### config.mk
export PLATFORM = sky130hd
export DESIGN_NAME = cmm_ctrl
export DESIGN_NICKNAME = d
export VERILOG_FILES = /design/src/design/cmm_pkg.sv /design/src/design/cmm_ctrl.sv
export SDC_FILE = /design/constraint.sdc
export NUM_CORES = 1
export LEC_CHECK = 0
export ABC_AREA = 0
export BUFFER_PORTS_ARGS = -buffer_cell sky130_fd_sc_hd__buf_4
export CAP_MARGIN = 40
export CELL_PAD_IN_SITES_DETAIL_PLACEMENT = 1
export CELL_PAD_IN_SITES_GLOBAL_PLACEMENT = 1
export CORE_UTILIZATION = 39
export CTS_BUF_LIST = sky130_fd_sc_hd__clkbuf_2
export DETAILED_ROUTE_END_ITERATION = 8
export PLACE_DENSITY_LB_ADDON = 0.05
export SETUP_SLACK_MARGIN = 0.2
export SLEW_MARGIN = 20
export SYNTH_ARGS = -nofsm -noshare
export SYNTH_HDL_FRONTEND = slang
export SYNTH_SLANG_ARGS = --single-unit
export TNS_END_PERCENT = 100
### constraint.sdc
create_clock -name clk_i -period 2.4 [get_ports clk_i]
set_input_delay 0.48 -clock clk_i [delete_from_list [all_inputs] [get_ports clk_i]]
set_output_delay 0.48 -clock clk_i [all_outputs]
set_load 0.02 [all_outputs]
### src/design/cmm_pkg.sv
// Package of the complex matrix multiply unit: mode codes, field widths and
// the command and status structs between controller and datapath. No dependencies.
`default_nettype none

package cmm_pkg;

  // Fixed field widths of the result item
  localparam int unsigned OP_W  = 2;
  localparam int unsigned C_W   = 36;
  localparam int unsigned IDX_W = 3;
  localparam int unsigned OUT_TDATA_W = 80;

  // Mode codes; the unused code runs as plain A*B
  typedef enum logic [OP_W-1:0] {
    OP_AB  = 2'd0,
    OP_ABH = 2'd1,
    OP_AHB = 2'd2
  } op_e;

  // Controller state, one-hot
  typedef enum logic [2:0] {
    ST_LOAD  = 3'b001,
    ST_RUN   = 3'b010,
    ST_DRAIN = 3'b100
  } state_e;

  // Tags that travel with each issued multiply-accumulate step
  typedef struct packed {
    logic             issue;
    logic             first;
    logic             last_k;
    logic             last_el;
    logic             conj_a;
    logic             conj_b;
    logic [IDX_W-1:0] row;
    logic [IDX_W-1:0] col;
  } cmd_t;

  // Datapath status seen by the controller
  typedef struct packed {
    logic adv;
    logic done;
  } stat_t;

endpackage

`default_nettype wire

### src/design/cmm_ctrl.sv
// Controller of the complex matrix multiply unit: load counter, mode latch and
// the row/column/inner-index sequencer. Depends on cmm_pkg.
`default_nettype none

module cmm_ctrl #(
  parameter int unsigned DIM = 5
) (
  input  wire                          clk_i,
  input  wire                          rst_ni,
  input  wire                          in_accept_i,
  input  wire  [cmm_pkg::OP_W-1:0]     in_op_i,
  output logic                         in_ready_o,
  output logic                         wr_en_o,
  output logic [$clog2(DIM*DIM)-1:0]   wr_addr_o,
  output logic [$clog2(DIM*DIM)-1:0]   rd_a_addr_o,
  output logic [$clog2(DIM*DIM)-1:0]   rd_b_addr_o,
  output cmm_pkg::cmd_t                cmd_o,
  input  cmm_pkg::stat_t               stat_i
);
  import cmm_pkg::*;

  localparam int unsigned N  = DIM * DIM;
  localparam int unsigned AW = $clog2(N);
  localparam int unsigned IW = $clog2(DIM);
  localparam logic [AW-1:0] DIM_A  = AW'(DIM);
  localparam logic [AW-1:0] LAST_A = AW'(N - 1);
  localparam logic [IW-1:0] LAST_I = IW'(DIM - 1);

  state_e        state_q, state_d;
  logic [AW-1:0] cnt_q, cnt_d;
  logic [IW-1:0] i_q, i_d, j_q, j_d, k_q, k_d;
  logic          conj_a_q, conj_a_d, conj_b_q, conj_b_d;
  logic          issue;
  logic          last_k, last_j, last_i;

  assign in_ready_o = (state_q == ST_LOAD);
  assign wr_en_o    = in_accept_i;
  assign wr_addr_o  = cnt_q;

  assign issue  = (state_q == ST_RUN) && stat_i.adv;
  assign last_k = (k_q == LAST_I);
  assign last_j = (j_q == LAST_I);
  assign last_i = (i_q == LAST_I);

  // Form read addresses for the selected mode
  always_comb begin
    rd_a_addr_o = conj_a_q ? (AW'(k_q) * DIM_A + AW'(i_q)) : (AW'(i_q) * DIM_A + AW'(k_q));
    rd_b_addr_o = conj_b_q ? (AW'(j_q) * DIM_A + AW'(k_q)) : (AW'(k_q) * DIM_A + AW'(j_q));
  end

  // Build the step command
  always_comb begin
    cmd_o.issue   = issue;
    cmd_o.first   = (k_q == '0);
    cmd_o.last_k  = last_k;
    cmd_o.last_el = last_k && last_j && last_i;
    cmd_o.conj_a  = conj_a_q;
    cmd_o.conj_b  = conj_b_q;
    cmd_o.row     = IDX_W'(i_q);
    cmd_o.col     = IDX_W'(j_q);
  end

  // Sequence loading, computing and draining
  always_comb begin
    state_d  = state_q;
    cnt_d    = cnt_q;
    i_d      = i_q;
    j_d      = j_q;
    k_d      = k_q;
    conj_a_d = conj_a_q;
    conj_b_d = conj_b_q;
    case (state_q)
      ST_LOAD: begin
        if (in_accept_i) begin
          if (cnt_q == LAST_A) begin
            cnt_d   = '0;
            i_d     = '0;
            j_d     = '0;
            k_d     = '0;
            state_d = ST_RUN;
            case (op_e'(in_op_i))
              OP_ABH: begin
                conj_a_d = 1'b0;
                conj_b_d = 1'b1;
              end
              OP_AHB: begin
                conj_a_d = 1'b1;
                conj_b_d = 1'b0;
              end
              default: begin
                conj_a_d = 1'b0;
                conj_b_d = 1'b0;
              end
            endcase
          end else begin
            cnt_d = cnt_q + 1'b1;
          end
        end
      end
      ST_RUN: begin
        if (issue) begin
          if (!last_k) begin
            k_d = k_q + 1'b1;
          end else begin
            k_d = '0;
            if (!last_j) begin
              j_d = j_q + 1'b1;
            end else begin
              j_d = '0;
              if (!last_i) begin
                i_d = i_q + 1'b1;
              end else begin
                state_d = ST_DRAIN;
              end
            end
          end
        end
      end
      ST_DRAIN: begin
        if (stat_i.done) begin
          state_d = ST_LOAD;
        end
      end
      default: begin
        state_d = ST_LOAD;
      end
    endcase
  end

  always_ff @(posedge clk_i or negedge rst_ni) begin
    if (!rst_ni) begin
      state_q  <= ST_LOAD;
      cnt_q    <= '0;
      i_q      <= '0;
      j_q      <= '0;
      k_q      <= '0;
      conj_a_q <= 1'b0;
      conj_b_q <= 1'b0;
    end else begin
      state_q  <= state_d;
      cnt_q    <= cnt_d;
      i_q      <= i_d;
      j_q      <= j_d;
      k_q      <= k_d;
      conj_a_q <= conj_a_d;
      conj_b_q <= conj_b_d;
    end
  end

endmodule

`default_nettype wire

* Yosys cells after proc, flatten, opt, wreduce, memory -nomap -nowiden
Cells that the tools add are included.
** Word-level totals
- Register bits after elaboration :: 19
- Input bits :: 7
- Word-level logic and storage cells :: 73
** Operators by class
- Mux-type cells :: 27
- Eq/ne operators :: 17
- Add/subtract/negate cells :: 8
- Reduce and logical (&&, ||, !) cells :: 11
- Multiply operators :: 3
** Operators by type and width (number)
- two-way mux 3 bit :: 18
- adder 5 x 3 -> 5 bit :: 4
- one-hot mux 3 bit (2 select lines) :: 3
- multiplier 3 x 3 -> 5 bit (second input constant) :: 3
- two-way mux 5 bit :: 3
- inequality test 2 bit (second input constant) :: 7
- AND reduction 7 bit :: 2
- == test 3 bit (second input constant) :: 4
- adder 3 x 1 -> 3 bit (second input constant) :: 3
- one-hot mux 3 bit (3 select lines) :: 1
- adder 5 x 1 -> 5 bit (second input constant) :: 1
- == test 5 bit (second input constant) :: 1
- AND reduction 5 bit :: 1
- AND reduction 4 bit :: 1
- == test 3 x 1 -> 1 bit (second input constant) :: 1
- == test 3 x 2 -> 1 bit (second input constant) :: 1
- logical AND 1 bit :: 3
- zero test 3 bit :: 1
- AND reduction 3 bit :: 1
- == test 2 x 1 -> 1 bit (second input constant) :: 1
- == test 2 bit (second input constant) :: 1
- two-way mux 1 bit :: 2
- inequality test 2 x 1 -> 1 bit (second input constant) :: 1
- AND reduction 2 bit :: 1
- nonzero test 2 bit :: 1

* Depth between registers and ports, before layout
Gate-level depths: netlist (run 1).
- Depth in word-level cells :: 6
- Mapped depth :: 8
- Gate-level depth less buffers :: 8

* Least setup slack after synthesis (run 1)
OpenSTA, ideal clock, no wires.
- Kind :: reg-to-output
- Start :: reg i_q[0]
- End :: out rd_a_addr_o[4]
- Path slack :: -0.343 ns
- Path buffers :: 0
- Stages on the path, launching flop included :: 9
- Required time :: 1.920 ns
- Data arrival time :: 2.263 ns
- Path through :: dfrtp_1 > ha_1 > ha_1 > ha_1 > a21o_1 > a21oi_1 > xnor2_1 > nor2_1 > a21oi_1
** On the way
- Word-level cells in the longest chain between the ends :: 3
- Elaborated cells on any way between the ends :: 4
- Those cells by class :: 2 x add/sub; 1 x mul; 1 x mux
** RTL lines
- from (decl) :: line cmm_ctrl.sv:31 : logic [IW-1:0] i_q, i_d, j_q, j_d, k_q, k_d;
- from (signal assigned) :: line cmm_ctrl.sv:142 : i_q <= i_d;
- multiplier 3 x 3 -> 5 bit :: line cmm_ctrl.sv:47 : rd_a_addr_o = conj_a_q ? (AW'(k_q) * DIM_A + AW'(i_q)) : (AW'(i_q) * DIM_A + AW'(k_q));
- adder 5 x 3 -> 5 bit :: line cmm_ctrl.sv:47
- two-way mux 5 bit (*) :: line cmm_ctrl.sv:47
- to (decl) :: line cmm_ctrl.sv:15 : output logic [$clog2(DIM*DIM)-1:0] rd_a_addr_o,
Every way passes the cells marked *; elsewhere a longest branch is shown, timed or not.

* Worst setup path after layout (run 1)
- Start :: reg i_q[2]
- End :: out rd_a_addr_o[4]
The elaborated chain is that of the path after synthesis.

==> impl_results.html, run 1 <==
<table>
<tr><th>Metric</th><th>Value</th></tr>
<tr><th colspan="2">Status</th></tr>
<tr><td>Status</td><td>complete, but fails checks</td></tr>
<tr><td>Violations in the final reports</td><td>negative setup slack</td></tr>
<tr><th colspan="2">Critical path</th></tr>
<tr><td>Data required time of the critical path</td><td>1920 ps</td></tr>
<tr><td>Crit path DAT</td><td>2240 ps</td></tr>
<tr><td>Setup crit start kind</td><td>flip-flop</td></tr>
<tr><td>Capturing element type of the critical path</td><td>output port</td></tr>
<tr><td>Crit Path Category</td><td>reg2out</td></tr>
<tr><td>Critical path peak fanout</td><td>2</td></tr>
<tr><th colspan="2">GRT</th></tr>
<tr><td>Number of antenna violations at the first check in global routing</td><td>0</td></tr>
<tr><td>Maximum number of pins on one net before global-route repair</td><td>20</td></tr>
<tr><td>Global router's overall resource usage</td><td>22.3%</td></tr>
<tr><td>First-pass GRT wire length</td><td>8570 um</td></tr>
<tr><td>Number of global-route vias before repair</td><td>1825</td></tr>
<tr><td>Total congestion overflow after global routing</td><td>0</td></tr>
<tr><th colspan="2">Logic synthesis</th></tr>
<tr><td>Commonest cells post-synth</td><td>sky130_fd_sc_hd__ha_1, sky130_fd_sc_hd__nand2_1, sky130_fd_sc_hd__dfrtp_1, sky130_fd_sc_hd__inv_1, sky130_fd_sc_hd__o21ai_0</td></tr>
<tr><td>Summed instance area of the synthesized netlist</td><td>0.00176 mm2</td></tr>
<tr><td>Library cell with the largest summed area after synthesis</td><td>sky130_fd_sc_hd__dfrtp_1</td></tr>
<tr><td>Proportion of synthesized chip area in sequential cells</td><td>between 20% and 30%</td></tr>
<tr><td>Proportion of synthesized flip-flops having asynchronous set or reset</td><td>100%</td></tr>
<tr><td>Most frequently used cell type in the post-synthesis netlist</td><td>sky130_fd_sc_hd__ha_1</td></tr>
<tr><td>FF+latch count, synth</td><td>19</td></tr>
<tr><td>Post-synthesis average cell area</td><td>9.20 um2</td></tr>
<tr><td>Warnings, synthesis</td><td>0</td></tr>
<tr><td>Area share of the leading cell type in the synthesized netlist</td><td>25.6%</td></tr>
<tr><td>Most used DFF post-synth</td><td>sky130_fd_sc_hd__dfrtp_1</td></tr>
<tr><td>Syn nets</td><td>230</td></tr>
<tr><td>Cells after Synth</td><td>191</td></tr>
<tr><td>Number of enable flip-flop cells after synthesis</td><td>0</td></tr>
<tr><td>Biggest area contributors in the synthesized netlist</td><td>sky130_fd_sc_hd__dfrtp_1, sky130_fd_sc_hd__ha_1, sky130_fd_sc_hd__nand2_1</td></tr>
<tr><td>Number of distinct library cell variants in the gate-level netlist after synthesis</td><td>39</td></tr>
<tr><th colspan="2">Die</th></tr>
<tr><td>Initial cell density of the core</td><td>40.3%</td></tr>
<tr><td>DIE AREA</td><td>between 0.004 and 0.005 mm2</td></tr>
<tr><td>Vertical die dimension</td><td>around 69 um</td></tr>
<tr><td># IOs</td><td>36</td></tr>
<tr><td>Row Count</td><td>24</td></tr>
<tr><td>Die X-Extent</td><td>69.1 um</td></tr>
<tr><td>Placeable core region</td><td>~0.0044 mm2</td></tr>
<tr><th colspan="2">Cells and area</th></tr>
<tr><td>Ant. Diodes</td><td>0</td></tr>
<tr><td>Relative area change from synthesis to final layout</td><td>44.8%</td></tr>
<tr><td>Number of nets in the layout</td><td>~290</td></tr>
<tr><td>Number of fill cells</td><td>482</td></tr>
<tr><td>Layout cells sized above 1</td><td>49.0%</td></tr>
<tr><td>Final standard cell utilization of the core</td><td>around 58%</td></tr>
<tr><th colspan="2">Placed design</th></tr>
<tr><td>Worst setup timing slack at the placement stage</td><td>25.4 ps</td></tr>
<tr><td>Global placement routability congestion</td><td>0.752</td></tr>
<tr><td>Estimated wirelength of the detail-placed design</td><td>approximately 3600 um</td></tr>
<tr><td>IO buf count</td><td>35</td></tr>
<tr><th colspan="2">Clocking</th></tr>
<tr><td>Source-to-sink clock delay at the later pin of the worst-skew pair</td><td>320 ps</td></tr>
<tr><td>Sinks on the clock net</td><td>19</td></tr>
<tr><td>Clock H-tree levels</td><td>1</td></tr>
<tr><td>Maximum buffer depth of the clock tree</td><td>2</td></tr>
<tr><td>Clock tree from TritonCTS</td><td>built</td></tr>
<tr><td>Clock Pin Slew Worst Setup and Hold Paths</td><td>200 ps</td></tr>
<tr><td>Number of clock buffers inserted by TritonCTS</td><td>3</td></tr>
<tr><td>Root Buffer</td><td>sky130_fd_sc_hd__clkbuf_2</td></tr>
<tr><th colspan="2">Detailed routing</th></tr>
<tr><td>Length of the first detailed-routing pass in iterations</td><td>4</td></tr>
<tr><td>DRC violations left</td><td>0</td></tr>
<tr><td>Antenna violation net count after detailed routing</td><td>0</td></tr>
<tr><td>Met2 WL post-DR</td><td>2850 um</td></tr>
<tr><td>Top metal layer carrying routed signals</td><td>met4</td></tr>
<tr><td>Via count</td><td>1586</td></tr>
<tr><td>Starting DRC count in detailed routing</td><td>32</td></tr>
<tr><td>Total length of routed wires</td><td>a little over 5000 um</td></tr>
<tr><td>Average wire length per cell after detail routing</td><td>17.0 um</td></tr>
<tr><td>Routed metal-1 wirelength</td><td>2030 um</td></tr>
<tr><td>Met3 routed WL</td><td>122 um</td></tr>
<tr><td>Via density per instance</td><td>5.34</td></tr>
<tr><th colspan="2">Timing</th></tr>
<tr><td>Headroom to the max-slew limit</td><td>76.7%</td></tr>
<tr><td>Number of failing hold endpoints at the final stage</td><td>0</td></tr>
<tr><td>Portion of the clock cycle consumed by the worst path in the final layout</td><td>113%</td></tr>
<tr><td>Final setup violating endpoints</td><td>6</td></tr>
<tr><td>Unrepaired setup endpoints after global routing</td><td>true</td></tr>
<tr><td>Setup Skew</td><td>about 1.9 ps</td></tr>
<tr><td>Achievable Freq</td><td>0.368 GHz</td></tr>
<tr><td>Worst slack on hold paths</td><td>391 ps</td></tr>
<tr><td>Transition time at the pin with the least slew margin</td><td>348 ps</td></tr>
<tr><td>Setup ws final</td><td>-321 ps</td></tr>
<tr><td>Final count of pins violating max slew</td><td>0</td></tr>
<tr><td>Shortest clock period the worst path allows after layout</td><td>2720 ps</td></tr>
<tr><th colspan="2">Power</th></tr>
<tr><td>Total power divided by cell area</td><td>821 mW/mm2</td></tr>
<tr><td>Total Power</td><td>2.09 mW</td></tr>
<tr><td>Pleak</td><td>1.16 nW</td></tr>
<tr><td>Peak supply drop</td><td>0.469 mV</td></tr>
<tr><th colspan="2">Job</th></tr>
<tr><td>Max-cap check violation count</td><td>0</td></tr>
<tr><th colspan="2">Min path</th></tr>
<tr><td>Path type of the worst min-delay path</td><td>in2reg</td></tr>
</table>
-- sequential cells by signal, summed over array words and instances, names as in the netlist --
| name | flops |
|---|---|
| conj_a_q | 1 |
| conj_b_q | 1 |
| i_q | 3 |
| j_q | 3 |
| k_q | 3 |
| state_q | 3 |
| wr_addr_o | 5 |
-- path summary, 6_finish.rpt --
check,startpoint,end,slack (ps),cells past startpoint
setup / recovery,i_q[2]$_DFFE_PN0P_,rd_a_addr_o[4],-320,9
hold / removal,in_op_i[0],conj_b_q$_DFFE_PN0P_,390,3
setup reg to reg,k_q[0]$_DFFE_PN0P_,i_q[0]$_DFFE_PN0P_,390,10
hold reg to reg,state_q[0]$_DFFE_PN1P_,state_q[0]$_DFFE_PN1P_,600,2
max in group asynchronous,rst_ni,state_q[0]$_DFFE_PN1P_,1590,2
min in group asynchronous,rst_ni,state_q[2]$_DFFE_PN0P_,540,2
-- critical path, cell delays in order (launching register included) --
cell and delay [ps]:
sky130_fd_sc_hd__dfrtp_2 470, sky130_fd_sc_hd__ha_4 250, sky130_fd_sc_hd__ha_4 280, sky130_fd_sc_hd__ha_4 190, sky130_fd_sc_hd__a21o_1 160, sky130_fd_sc_hd__a21oi_2 120, sky130_fd_sc_hd__xnor2_1 120, sky130_fd_sc_hd__nor2_1 60
sky130_fd_sc_hd__a21oi_2 110, sky130_fd_sc_hd__buf_4 150
-- per-layer routing --
metal | vias up | track usage [%]
li1 | 761 | -
met1 | 792 | 25.0
met2 | 29 | 44.3
met3 | 4 | 2.34
met4 | 0 | 5.22
met5 | - | 0
-- layout by cell type, fill, tap and decap left out, types with 2 or more instances in the layout --
master and instances:
sky130_fd_sc_hd__and2_1 2, sky130_fd_sc_hd__nand3_1 4, sky130_fd_sc_hd__fa_2 2, sky130_fd_sc_hd__inv_2 5
sky130_fd_sc_hd__o21ai_2 4, sky130_fd_sc_hd__a21oi_2 6, sky130_fd_sc_hd__o21ai_0 11, sky130_fd_sc_hd__nor2_1 13
sky130_fd_sc_hd__a22o_1 3, sky130_fd_sc_hd__dfrtp_2 9, sky130_fd_sc_hd__clkbuf_2 4, sky130_fd_sc_hd__ha_1 14
sky130_fd_sc_hd__nand2b_1 2, sky130_fd_sc_hd__buf_4 43, sky130_fd_sc_hd__nand2_1 19, sky130_fd_sc_hd__ha_4 14
sky130_fd_sc_hd__nor2b_1 2, sky130_fd_sc_hd__inv_1 10, sky130_fd_sc_hd__o21ai_1 3, sky130_fd_sc_hd__xor2_1 8
sky130_fd_sc_hd__buf_6 12, sky130_fd_sc_hd__mux2_2 3, sky130_fd_sc_hd__nand3b_1 2, sky130_fd_sc_hd__a21oi_1 7
sky130_fd_sc_hd__dfrtp_1 9, sky130_fd_sc_hd__a21o_1 3, sky130_fd_sc_hd__xnor2_1 5
-- layout make-up --
type	instances	area, um2	share of cell area (%)
clock buffer	4	20.0	0.787
timing repair buffer	56	468	18.4
inverter	16	62.6	2.46
tap	52	65.1	2.56
multi-input combinational	150	1440	56.6
sequential	19	488	19.2
-- stage by stage --
step	setup TNS [ps]	cell area (um2)	instances
final	-1550	2540	297
after global routing	-2290	2540	297
after CTS	-1840	2480	295
after detailed placement	0	2240	278
after global placement	0	2240	278
after floorplan	0	1910	191
-- kinds of logic (layout without fill, tap and decap cells) --
kind of cell	after synthesis	in the layout	synth area share (%)
compound gates	42	42	14.9
simple gates	58	58	18.6
mux	4	4	2.49
flops	19	19	27.1
fa+ha+maj	32	32	24.1
buf+inv	22	76	5.84
xor+xnor	14	14	6.98
-- where the power goes --
part	switching (mW)	leakage, nW	internal [mW]	total (mW)
logic	0.689	0.911	0.678	1.37
clock network	0.109	0.0166	0.0441	0.153
registers	0.155	0.229	0.412	0.567
total	0.952	1.16	1.13	2.09
-- timing repair --
action                                  in CTS  in global routing
gates resized for setup                     29                 12
endpoints found under the setup margin      10                 11
setup buffers                               12                  2
pin swaps                                    9                  9
hold buffers                                 1                  0
endpoints found under the hold margin       18                  0
(Power assumes the default switching activity.)
==> run 2, diff against run 1 <==
--- a/config.mk
+++ b/config.mk
@@ -10,10 +10,10 @@
 export CAP_MARGIN = 40
 export CELL_PAD_IN_SITES_DETAIL_PLACEMENT = 1
 export CELL_PAD_IN_SITES_GLOBAL_PLACEMENT = 1
-export CORE_UTILIZATION = 39
+export CORE_UTILIZATION = 46
 export CTS_BUF_LIST = sky130_fd_sc_hd__clkbuf_2
 export DETAILED_ROUTE_END_ITERATION = 8
-export PLACE_DENSITY_LB_ADDON = 0.05
+export PLACE_DENSITY = 0.88
 export SETUP_SLACK_MARGIN = 0.2
 export SLEW_MARGIN = 20
 export SYNTH_ARGS = -nofsm -noshare
==> constraint.sdc (replaced) <==
create_clock -name clk_i -period 3.14 [get_ports clk_i]
set_input_delay 0.628 -clock clk_i [delete_from_list [all_inputs] [get_ports clk_i]]
set_output_delay 0.628 -clock clk_i [all_outputs]
set_load 0.02 [all_outputs]
==> run 2 against run 1 <==
Against the previous run:
- the run now ends clean
- clock skew increased by 35 ps
- critical path depth fell by 1
- combinational power fell by 34%
- largest cell class unchanged
==> impl_results.html, run 2 (same netlist as run 1, synthesis figures left out) <==
<table>
<tr><th>Metric</th><th>Value</th></tr>
<tr><th colspan="2">Cells and area</th></tr>
<tr><td>Commonest cells after routing, fill and taps aside</td><td>sky130_fd_sc_hd__buf_4, sky130_fd_sc_hd__ha_1, sky130_fd_sc_hd__nand2_1</td></tr>
<tr><td>Layout cells sized above 1</td><td>37.4%</td></tr>
<tr><td>Relative area change from synthesis to final layout</td><td>30.1%</td></tr>
<tr><td>Ant. Diodes</td><td>0</td></tr>
<tr><td>Flip-flop count of the largest register, all copies and words added</td><td>5</td></tr>
<tr><td>Most common cell after layout, fill and taps aside</td><td>sky130_fd_sc_hd__buf_4</td></tr>
<tr><td>Number of nets in the layout</td><td>278</td></tr>
<tr><th colspan="2">Timing</th></tr>
<tr><td>Final setup violating endpoints</td><td>0</td></tr>
<tr><td>Transition time at the pin with the least slew margin</td><td>325 ps</td></tr>
<tr><td>Unrepaired setup endpoints after global routing</td><td>true</td></tr>
<tr><td>Final count of pins violating max slew</td><td>0</td></tr>
<tr><td>Aggregate negative setup slack</td><td>0 ps</td></tr>
<tr><td>Setup Skew</td><td>around 37 ps</td></tr>
<tr><td>Achievable Freq</td><td>0.335 GHz</td></tr>
<tr><td>Portion of the clock cycle consumed by the worst path in the final layout</td><td>~95%</td></tr>
<tr><td>Headroom to the max-slew limit</td><td>between 70 and 80%</td></tr>
<tr><td>Number of failing hold endpoints at the final stage</td><td>0</td></tr>
<tr><td>Shortest clock period the worst path allows after layout</td><td>2980 ps</td></tr>
<tr><th colspan="2">Clocking</th></tr>
<tr><td>Root Buffer</td><td>sky130_fd_sc_hd__clkbuf_2</td></tr>
<tr><td>Maximum buffer depth of the clock tree</td><td>2</td></tr>
<tr><td>Clock tree from TritonCTS</td><td>built</td></tr>
<tr><td>Clock Pin Slew Worst Setup and Hold Paths</td><td>~230 ps</td></tr>
<tr><td>Sinks on the clock net</td><td>19</td></tr>
<tr><td>Source-to-sink clock delay at the later pin of the worst-skew pair</td><td>370 ps</td></tr>
<tr><td>Number of clock buffers inserted by TritonCTS</td><td>3</td></tr>
<tr><td>Clock H-tree levels</td><td>1</td></tr>
<tr><th colspan="2">GRT</th></tr>
<tr><td>Total congestion overflow after global routing</td><td>0</td></tr>
<tr><td>Most Crowded Layer GR</td><td>met2</td></tr>
<tr><td>Global router's overall resource usage</td><td>roughly a quarter</td></tr>
<tr><td>Number of antenna violations at the first check in global routing</td><td>0</td></tr>
<tr><td>Met1 layer usage reported by global route</td><td>32.2%</td></tr>
<tr><td>First-pass GRT wire length</td><td>7880 um</td></tr>
<tr><td>Met2 GRT Util</td><td>around 44%</td></tr>
<tr><td>Number of global-route vias before repair</td><td>1641</td></tr>
<tr><td>M3 GR Usage</td><td>2.68%</td></tr>
<tr><td>Maximum number of pins on one net before global-route repair</td><td>20</td></tr>
<tr><th colspan="2">Detailed routing</th></tr>
<tr><td>Starting DRC count in detailed routing</td><td>55</td></tr>
<tr><td>Total length of routed wires</td><td>about 5000 um</td></tr>
<tr><td>Average wire length per cell after detail routing</td><td>17.5 um</td></tr>
<tr><td>Via density per instance</td><td>5.48</td></tr>
<tr><td>Length of the first detailed-routing pass in iterations</td><td>4</td></tr>
<tr><td>DRC violations left</td><td>0</td></tr>
<tr><td>Via count</td><td>between 1500 and 2000</td></tr>
<tr><td>Antenna violation net count after detailed routing</td><td>0</td></tr>
<tr><th colspan="2">Power</th></tr>
<tr><td>Total Power</td><td>around 1.5 mW</td></tr>
<tr><td>Pleak</td><td>1.12 nW</td></tr>
<tr><td>Internal portion of total power</td><td>0.773 mW</td></tr>
<tr><td>Reg power frac</td><td>28.8%</td></tr>
<tr><td>Clock share of power</td><td>between 8 and 9%</td></tr>
<tr><td>Total net switching power</td><td>0.680 mW</td></tr>
<tr><td>Switching part of the total power</td><td>46.8%</td></tr>
<tr><td>Combinational group share of total power</td><td>62.6%</td></tr>
<tr><td>Total power divided by cell area</td><td>636 mW/mm2</td></tr>
<tr><td>Peak supply drop</td><td>0.392 mV</td></tr>
<tr><th colspan="2">Placed design</th></tr>
<tr><td>Global placement routability congestion</td><td>0.803</td></tr>
<tr><td>Estimated wirelength of the detail-placed design</td><td>3230 um</td></tr>
<tr><td>IO buf count</td><td>35</td></tr>
<tr><th colspan="2">Critical path</th></tr>
<tr><td>Setup slack, reg-to-reg</td><td>1160 ps</td></tr>
<tr><td>Capture point of the worst reg-to-reg path</td><td>state_q[2]$_DFFE_PN0P_</td></tr>
<tr><td>Crit Path Category</td><td>reg2out</td></tr>
<tr><td>Critical path peak fanout</td><td>3</td></tr>
<tr><td>Crit path DAT</td><td>between 2000 and 2500 ps</td></tr>
<tr><td>Crit path from</td><td>j_q[0]$_DFFE_PN0P_</td></tr>
<tr><td>Path depth of the worst reg2reg path</td><td>6</td></tr>
<tr><td>Capturing element type of the critical path</td><td>output port</td></tr>
<tr><td>Data required time of the critical path</td><td>2510 ps</td></tr>
<tr><td>Setup crit start kind</td><td>flip-flop</td></tr>
<tr><td>Startpoint of the lowest-slack register-to-register path</td><td>k_q[1]$_DFFE_PN0P_</td></tr>
<tr><th colspan="2">Die</th></tr>
<tr><td>Placeable core region</td><td>0.00366 mm2</td></tr>
<tr><td>DIE AREA</td><td>about 0.0041 mm2</td></tr>
<tr><td>Die X-Extent</td><td>63.8 um</td></tr>
<tr><td>Row Count</td><td>22</td></tr>
<tr><td>Vertical die dimension</td><td>63.8 um</td></tr>
<tr><td>Initial cell density of the core</td><td>a little under half</td></tr>
<tr><td># IOs</td><td>36</td></tr>
<tr><th colspan="2">Status</th></tr>
<tr><td>Status</td><td>finished clean</td></tr>
<tr><th colspan="2">Min path</th></tr>
<tr><td>Path type of the worst min-delay path</td><td>in2async</td></tr>
<tr><th colspan="2">Job</th></tr>
<tr><td>Max-cap check violation count</td><td>0</td></tr>
</table>
-- run 2: cell types whose count changed in the layout (fill, tap and decap cells not counted), moves of 3 or more --
cell | previous run | this run
sky130_fd_sc_hd__ha_1 | 14 | 21
sky130_fd_sc_hd__buf_6 | 12 | 1
sky130_fd_sc_hd__ha_4 | 14 | 7
sky130_fd_sc_hd__inv_1 | 10 | 16
sky130_fd_sc_hd__a21oi_2 | 6 | 3
sky130_fd_sc_hd__buf_4 | 43 | 48
sky130_fd_sc_hd__inv_2 | 5 | 0
sky130_fd_sc_hd__a21oi_1 | 7 | 10
-- run 2: critical path: stages, from the launching register on --
cell and delay (ps):
sky130_fd_sc_hd__dfrtp_2 470, sky130_fd_sc_hd__ha_1 210, sky130_fd_sc_hd__ha_1 310, sky130_fd_sc_hd__ha_4 270, sky130_fd_sc_hd__a41oi_2 170, sky130_fd_sc_hd__o21ai_1 120
sky130_fd_sc_hd__xnor2_1 140, sky130_fd_sc_hd__a21oi_1 140, sky130_fd_sc_hd__buf_4 150
-- run 2: routing by layer --
metal | vias up | wire length, um
met2 | 34 | 2550
met4 | 0 | 92
met1 | 779 | 2220
li1 | 744 | -
met5 | - | 0
met3 | 9 | 154
-- run 2: final cells by class --
| type | count | area, um2 |
|---|---|---|
| fillers | 438 | 1380 |
| multi-input cells | 150 | 1290 |
| flip-flops and latches | 19 | 485 |
| repair buffers | 49 | 372 |
| inverters | 16 | 60.1 |
| well taps | 48 | 60.1 |
| clock buffers | 4 | 20.0 |
-- run 2: how the worst max path moves through the flow --
stage	endpoint	slack, ps	cells past startpoint
2_1_floorplan	rd_a_addr_o[4]	250	8
3_3_place_gp	rd_a_addr_o[4]	350	9
3_5_place_dp	rd_a_addr_o[4]	280	9
4_1_cts	rd_a_addr_o[4]	170	9
5_1_grt	rd_a_addr_o[4]	3	7
6_report	rd_b_addr_o[4]	160	8
-- run 2: stage by stage --
stage / utilization (%) / std cells / area [um2] / setup slack (ps) / hold WS [ps]
2_1_floorplan: - / 191 / 1760 / 249 / 332
4_1_cts: 59.9 / 282 / 2190 / 167 / 127
3_5_place_dp: 55.8 / 269 / 2040 / 283 / 527
3_3_place_gp: 55.8 / 269 / 2040 / 349 / 522
5_1_grt: 62.4 / 286 / 2280 / 2.57 / 103
6_report: 62.4 / 286 / 2280 / 157 / 88.7
-- run 2: power by group through the flow --
stage                     clock, mW  sequential [mW]  combinational [mW]
after global placement            0            0.424               0.761
after floorplan                   0            0.451               0.472
after global routing          0.136            0.433               0.995
final                         0.125            0.419               0.909
after CTS                     0.123            0.416               0.842
after detailed placement          0            0.430               0.781
-- run 2: what timing repair did --
action                     CTS  global route
setup endpoints to repair    5             5
gates resized for setup     13            11
pin swaps                    1             9
buffers inserted             9             4
hold buffers                 0             0
==> run 3, diff against run 2 <==
--- a/config.mk
+++ b/config.mk
@@ -5,15 +5,15 @@
 export SDC_FILE = /design/constraint.sdc
 export NUM_CORES = 1
 export LEC_CHECK = 0
-export ABC_AREA = 0
+export ABC_AREA = 1
 export BUFFER_PORTS_ARGS = -buffer_cell sky130_fd_sc_hd__buf_4
 export CAP_MARGIN = 40
 export CELL_PAD_IN_SITES_DETAIL_PLACEMENT = 1
 export CELL_PAD_IN_SITES_GLOBAL_PLACEMENT = 1
-export CORE_UTILIZATION = 46
+export CORE_UTILIZATION = 45
 export CTS_BUF_LIST = sky130_fd_sc_hd__clkbuf_2
 export DETAILED_ROUTE_END_ITERATION = 8
-export PLACE_DENSITY = 0.88
+export PLACE_DENSITY = 0.9
 export SETUP_SLACK_MARGIN = 0.2
 export SLEW_MARGIN = 20
 export SYNTH_ARGS = -nofsm -noshare
==> run 3 against run 2 <==
Against the previous run:
- clock-buffer cell count stayed put
- sequential cell count stayed put
- final cell count is 24% higher
- clock power is 5% lower
- via count is 20% higher
- global-route usage is 0.90 points lower
- critical path depth is 3 higher
- maximum frequency is 2.6% higher
- sequential share of layout area is 0.84 points lower
- total power is 22% higher
==> impl_results.html, run 3 <==
<table>
<tr><th>Metric</th><th>Value</th></tr>
<tr><th colspan="2">GRT</th></tr>
<tr><td>Met1 layer usage reported by global route</td><td>a little under a third</td></tr>
<tr><td>M3 GR Usage</td><td>1.71%</td></tr>
<tr><td>Most Crowded Layer GR</td><td>met2</td></tr>
<tr><td>Number of global-route vias before repair</td><td>roughly 1900</td></tr>
<tr><td>Met2 GRT Util</td><td>43.8%</td></tr>
<tr><td>Global router's overall resource usage</td><td>24.4%</td></tr>
<tr><td>Maximum number of pins on one net before global-route repair</td><td>20</td></tr>
<tr><td>Number of antenna violations at the first check in global routing</td><td>0</td></tr>
<tr><td>Total congestion overflow after global routing</td><td>0</td></tr>
<tr><td>First-pass GRT wire length</td><td>8340 um</td></tr>
<tr><th colspan="2">Clocking</th></tr>
<tr><td>Count of hold buffers inserted by post-cts repair</td><td>0</td></tr>
<tr><td>Clock H-tree levels</td><td>1</td></tr>
<tr><td>Maximum buffer depth of the clock tree</td><td>2</td></tr>
<tr><td>Clock tree from TritonCTS</td><td>built</td></tr>
<tr><td>Sinks on the clock net</td><td>19</td></tr>
<tr><td>Number of clock buffers inserted by TritonCTS</td><td>3</td></tr>
<tr><td>Clock Pin Slew Worst Setup and Hold Paths</td><td>200 ps</td></tr>
<tr><td>Source-to-sink clock delay at the later pin of the worst-skew pair</td><td>320 ps</td></tr>
<tr><td>Root Buffer</td><td>sky130_fd_sc_hd__clkbuf_2</td></tr>
<tr><th colspan="2">Logic synthesis</th></tr>
<tr><td>Most used DFF post-synth</td><td>sky130_fd_sc_hd__dfrtp_1</td></tr>
<tr><td>Biggest area contributors in the synthesized netlist</td><td>sky130_fd_sc_hd__dfrtp_1, sky130_fd_sc_hd__ha_1, sky130_fd_sc_hd__nand2_1</td></tr>
<tr><td>Number of enable flip-flop cells after synthesis</td><td>0</td></tr>
<tr><td>Proportion of synthesized flip-flops having asynchronous set or reset</td><td>100%</td></tr>
<tr><td>Syn nets</td><td>300</td></tr>
<tr><td>Number of distinct library cell variants in the gate-level netlist after synthesis</td><td>25</td></tr>
<tr><td>Commonest cells post-synth</td><td>sky130_fd_sc_hd__nand2_1, sky130_fd_sc_hd__inv_1, sky130_fd_sc_hd__ha_1, sky130_fd_sc_hd__nand3_1, sky130_fd_sc_hd__nor2_1</td></tr>
<tr><td>Library cell with the largest summed area after synthesis</td><td>sky130_fd_sc_hd__dfrtp_1</td></tr>
<tr><td>Area share of the leading cell type in the synthesized netlist</td><td>23.8%</td></tr>
<tr><td>Most frequently used cell type in the post-synthesis netlist</td><td>sky130_fd_sc_hd__nand2_1</td></tr>
<tr><td>Proportion of synthesized chip area in sequential cells</td><td>25.1%</td></tr>
<tr><td>Summed instance area of the synthesized netlist</td><td>0.00190 mm2</td></tr>
<tr><td>Post-synthesis average cell area</td><td>7.26 um2</td></tr>
<tr><td>Cells after Synth</td><td>261</td></tr>
<tr><td>Warnings, synthesis</td><td>0</td></tr>
<tr><td>FF+latch count, synth</td><td>19</td></tr>
<tr><th colspan="2">Min path</th></tr>
<tr><td>Path type of the worst min-delay path</td><td>in2async</td></tr>
<tr><th colspan="2">Timing</th></tr>
<tr><td>Unrepaired setup endpoints after global routing</td><td>true</td></tr>
<tr><td>Final count of pins violating max slew</td><td>0</td></tr>
<tr><td>Transition time at the pin with the least slew margin</td><td>409 ps</td></tr>
<tr><td>Final setup violating endpoints</td><td>0</td></tr>
<tr><td>Portion of the clock cycle consumed by the worst path in the final layout</td><td>roughly 90%</td></tr>
<tr><td>Headroom to the max-slew limit</td><td>72.7%</td></tr>
<tr><td>Setup Skew</td><td>3.08 ps</td></tr>
<tr><td>Aggregate negative setup slack</td><td>0 ps</td></tr>
<tr><td>Shortest clock period the worst path allows after layout</td><td>a little under 3000 ps</td></tr>
<tr><td>Number of failing hold endpoints at the final stage</td><td>0</td></tr>
<tr><td>Achievable Freq</td><td>0.344 GHz</td></tr>
<tr><th colspan="2">Die</th></tr>
<tr><td>Initial cell density of the core</td><td>47.0%</td></tr>
<tr><td>Row Count</td><td>23</td></tr>
<tr><td>Placeable core region</td><td>0.00403 mm2</td></tr>
<tr><td># IOs</td><td>36</td></tr>
<tr><td>DIE AREA</td><td>approximately 0.0045 mm2</td></tr>
<tr><td>Die X-Extent</td><td>66.9 um</td></tr>
<tr><td>Vertical die dimension</td><td>66.9 um</td></tr>
<tr><th colspan="2">Detailed routing</th></tr>
<tr><td>Starting DRC count in detailed routing</td><td>71</td></tr>
<tr><td>Via density per instance</td><td>5.27</td></tr>
<tr><td>Antenna violation net count after detailed routing</td><td>0</td></tr>
<tr><td>Average wire length per cell after detail routing</td><td>15.6 um</td></tr>
<tr><td>Total length of routed wires</td><td>5560 um</td></tr>
<tr><td>DRC violations left</td><td>0</td></tr>
<tr><td>Via count</td><td>between 1500 and 2000</td></tr>
<tr><td>Length of the first detailed-routing pass in iterations</td><td>4</td></tr>
<tr><th colspan="2">Cells and area</th></tr>
<tr><td>Ant. Diodes</td><td>0</td></tr>
<tr><td>Final std cell area, no fill</td><td>~0.0024 mm2</td></tr>
<tr><td>Commonest cells after routing, fill and taps aside</td><td>sky130_fd_sc_hd__nand2_1, sky130_fd_sc_hd__buf_4, sky130_fd_sc_hd__inv_1</td></tr>
<tr><td>Number of fill cells</td><td>519</td></tr>
<tr><td>Most common cell after layout, fill and taps aside</td><td>sky130_fd_sc_hd__nand2_1</td></tr>
<tr><td>Relative area change from synthesis to final layout</td><td>25.5%</td></tr>
<tr><td>Layout cells sized above 1</td><td>27.1%</td></tr>
<tr><td>Number of nets in the layout</td><td>346</td></tr>
<tr><td>Flip-flop count of the largest register, all copies and words added</td><td>5</td></tr>
<tr><th colspan="2">Power</th></tr>
<tr><td>Internal portion of total power</td><td>0.877 mW</td></tr>
<tr><td>Combinational group share of total power</td><td>73.3%</td></tr>
<tr><td>Reg power frac</td><td>20.0%</td></tr>
<tr><td>Pleak</td><td>1.31 nW</td></tr>
<tr><td>Peak supply drop</td><td>0.301 mV</td></tr>
<tr><td>Total net switching power</td><td>0.889 mW</td></tr>
<tr><td>Total power divided by cell area</td><td>roughly 740 mW/mm2</td></tr>
<tr><td>Clock share of power</td><td>6.8%</td></tr>
<tr><td>Switching part of the total power</td><td>50.3%</td></tr>
<tr><th colspan="2">Critical path</th></tr>
<tr><td>Crit path DAT</td><td>2280 ps</td></tr>
<tr><td>Setup crit start kind</td><td>flip-flop</td></tr>
<tr><td>Critical path, cell by cell</td><td>buf_4 -&gt; ha_1 -&gt; inv_1 -&gt; fa_1 -&gt; nor2_1 -&gt; nor2_1 -&gt; nor2_1 -&gt; nand2_1 -&gt; nand3_1 -&gt; o21ai_0 -&gt; buf_4</td></tr>
<tr><td>Critical path peak fanout</td><td>3</td></tr>
<tr><td>Crit Path Category</td><td>reg2out</td></tr>
<tr><td>Max incr delay on CP</td><td>~440 ps</td></tr>
<tr><td>Capturing element type of the critical path</td><td>output port</td></tr>
<tr><td>Data required time of the critical path</td><td>2510 ps</td></tr>
<tr><td>Setup slack, reg-to-reg</td><td>around 1200 ps</td></tr>
<tr><td>Startpoint of the lowest-slack register-to-register path</td><td>k_q[0]$_DFFE_PN0P_</td></tr>
<tr><td>Critical path's slowest cell</td><td>sky130_fd_sc_hd__dfrtp_2</td></tr>
<tr><td>Crit path from</td><td>i_q[0]$_DFFE_PN0P_</td></tr>
<tr><td>Critical path's most frequent cell</td><td>sky130_fd_sc_hd__nor2_1</td></tr>
<tr><th colspan="2">Status</th></tr>
<tr><td>Status</td><td>finished clean</td></tr>
<tr><th colspan="2">Placed design</th></tr>
<tr><td>IO buf count</td><td>35</td></tr>
<tr><td>Post-DP Area</td><td>0.00219 mm2</td></tr>
<tr><td>Estimated wirelength of the detail-placed design</td><td>around 3900 um</td></tr>
<tr><td>Global placement routability congestion</td><td>0.788</td></tr>
<tr><th colspan="2">Job</th></tr>
<tr><td>Max-cap check violation count</td><td>0</td></tr>
</table>
run 3: cell count changes after synthesis, sizes merged, moves of 4 or more:
cell and change:
nor2 +13, nand2 +45, o21ai -5, inv +26
xor2 -4, a21o -4, nand3 +24, a21oi -4
run 3: power groups by stage:
stage | sequential (mW) | combinational, mW | clock, mW
6_report | 0.353 | 1.29 | 0.119
5_1_grt | 0.358 | 1.42 | 0.128
3_5_place_dp | 0.367 | 1.09 | 0
3_3_place_gp | 0.360 | 1.04 | 0
4_1_cts | 0.344 | 1.18 | 0.122
2_1_floorplan | 0.378 | 0.689 | 0
run 3: timing repair:
item,CTS,global route
pin swaps,0,3
setup endpoints to repair,6,5
setup buffers,5,6
gates resized for setup,6,13
run 3: cell type report:
class / count / area, um2 / share of cell area, %
Multi-Input combinational cell: 194 / 1300 / 54.7
Inverter: 42 / 158 / 6.63
Tap cell: 50 / 62.6 / 2.63
Clock buffer: 4 / 20.0 / 0.842
Sequential cell: 19 / 485 / 20.4
Timing Repair Buffer: 47 / 353 / 14.8
run 3: routing by layer:
layer / vias to the layer above / share of wire (%)
li1: 918 / -
met1: 914 / 47
met2: 34 / 50
met3: 10 / 1.6
met4: 0 / 1.8
met5: - / 0
run 3: path summary, 6_finish.rpt:
path	to	cells after the start
worst max-delay path	rd_a_addr_o[4]	11
worst min-delay path	state_q[1]$_DFFE_PN0P_	1
worst max register to register	i_q[2]$_DFFE_PN0P_	11
worst min register to register	i_q[1]$_DFFE_PN0P_	2
max in group asynchronous	state_q[0]$_DFFE_PN1P_	1
min in group clk_i	state_q[2]$_DFFE_PN0P_	4
run 3: through the flow:
| step | worst slack (ps) | instances | hold slack [ps] | utilization, % | total power [mW] |
|---|---|---|---|---|---|
| after CTS | 204 | 350 | 134 | 56.4 | 1.65 |
| after floorplan | 397 | 261 | 332 | - | 1.07 |
| after global placement | 540 | 341 | 528 | 54.3 | 1.40 |
| after detailed placement | 452 | 341 | 529 | 54.3 | 1.46 |
| after global routing | 95.0 | 356 | 132 | 59.0 | 1.90 |
| final | 233 | 356 | 142 | 59.0 | 1.77 |
run 3: cell families after synthesis:
family	synth area share [%]
simple gates	29.9
buf+inv	10.6
fa+ha+maj	22.3
compound gates	7.46
flops	25.1
xor+xnor	4.62
run 3: worst max-delay path, delay by kind of cell (launching register included):
kind	cells	cell delay, ps
compound gates	1	70
fa+ha+maj	2	610
buf+inv	3	360
flops	1	440
simple gates	5	470
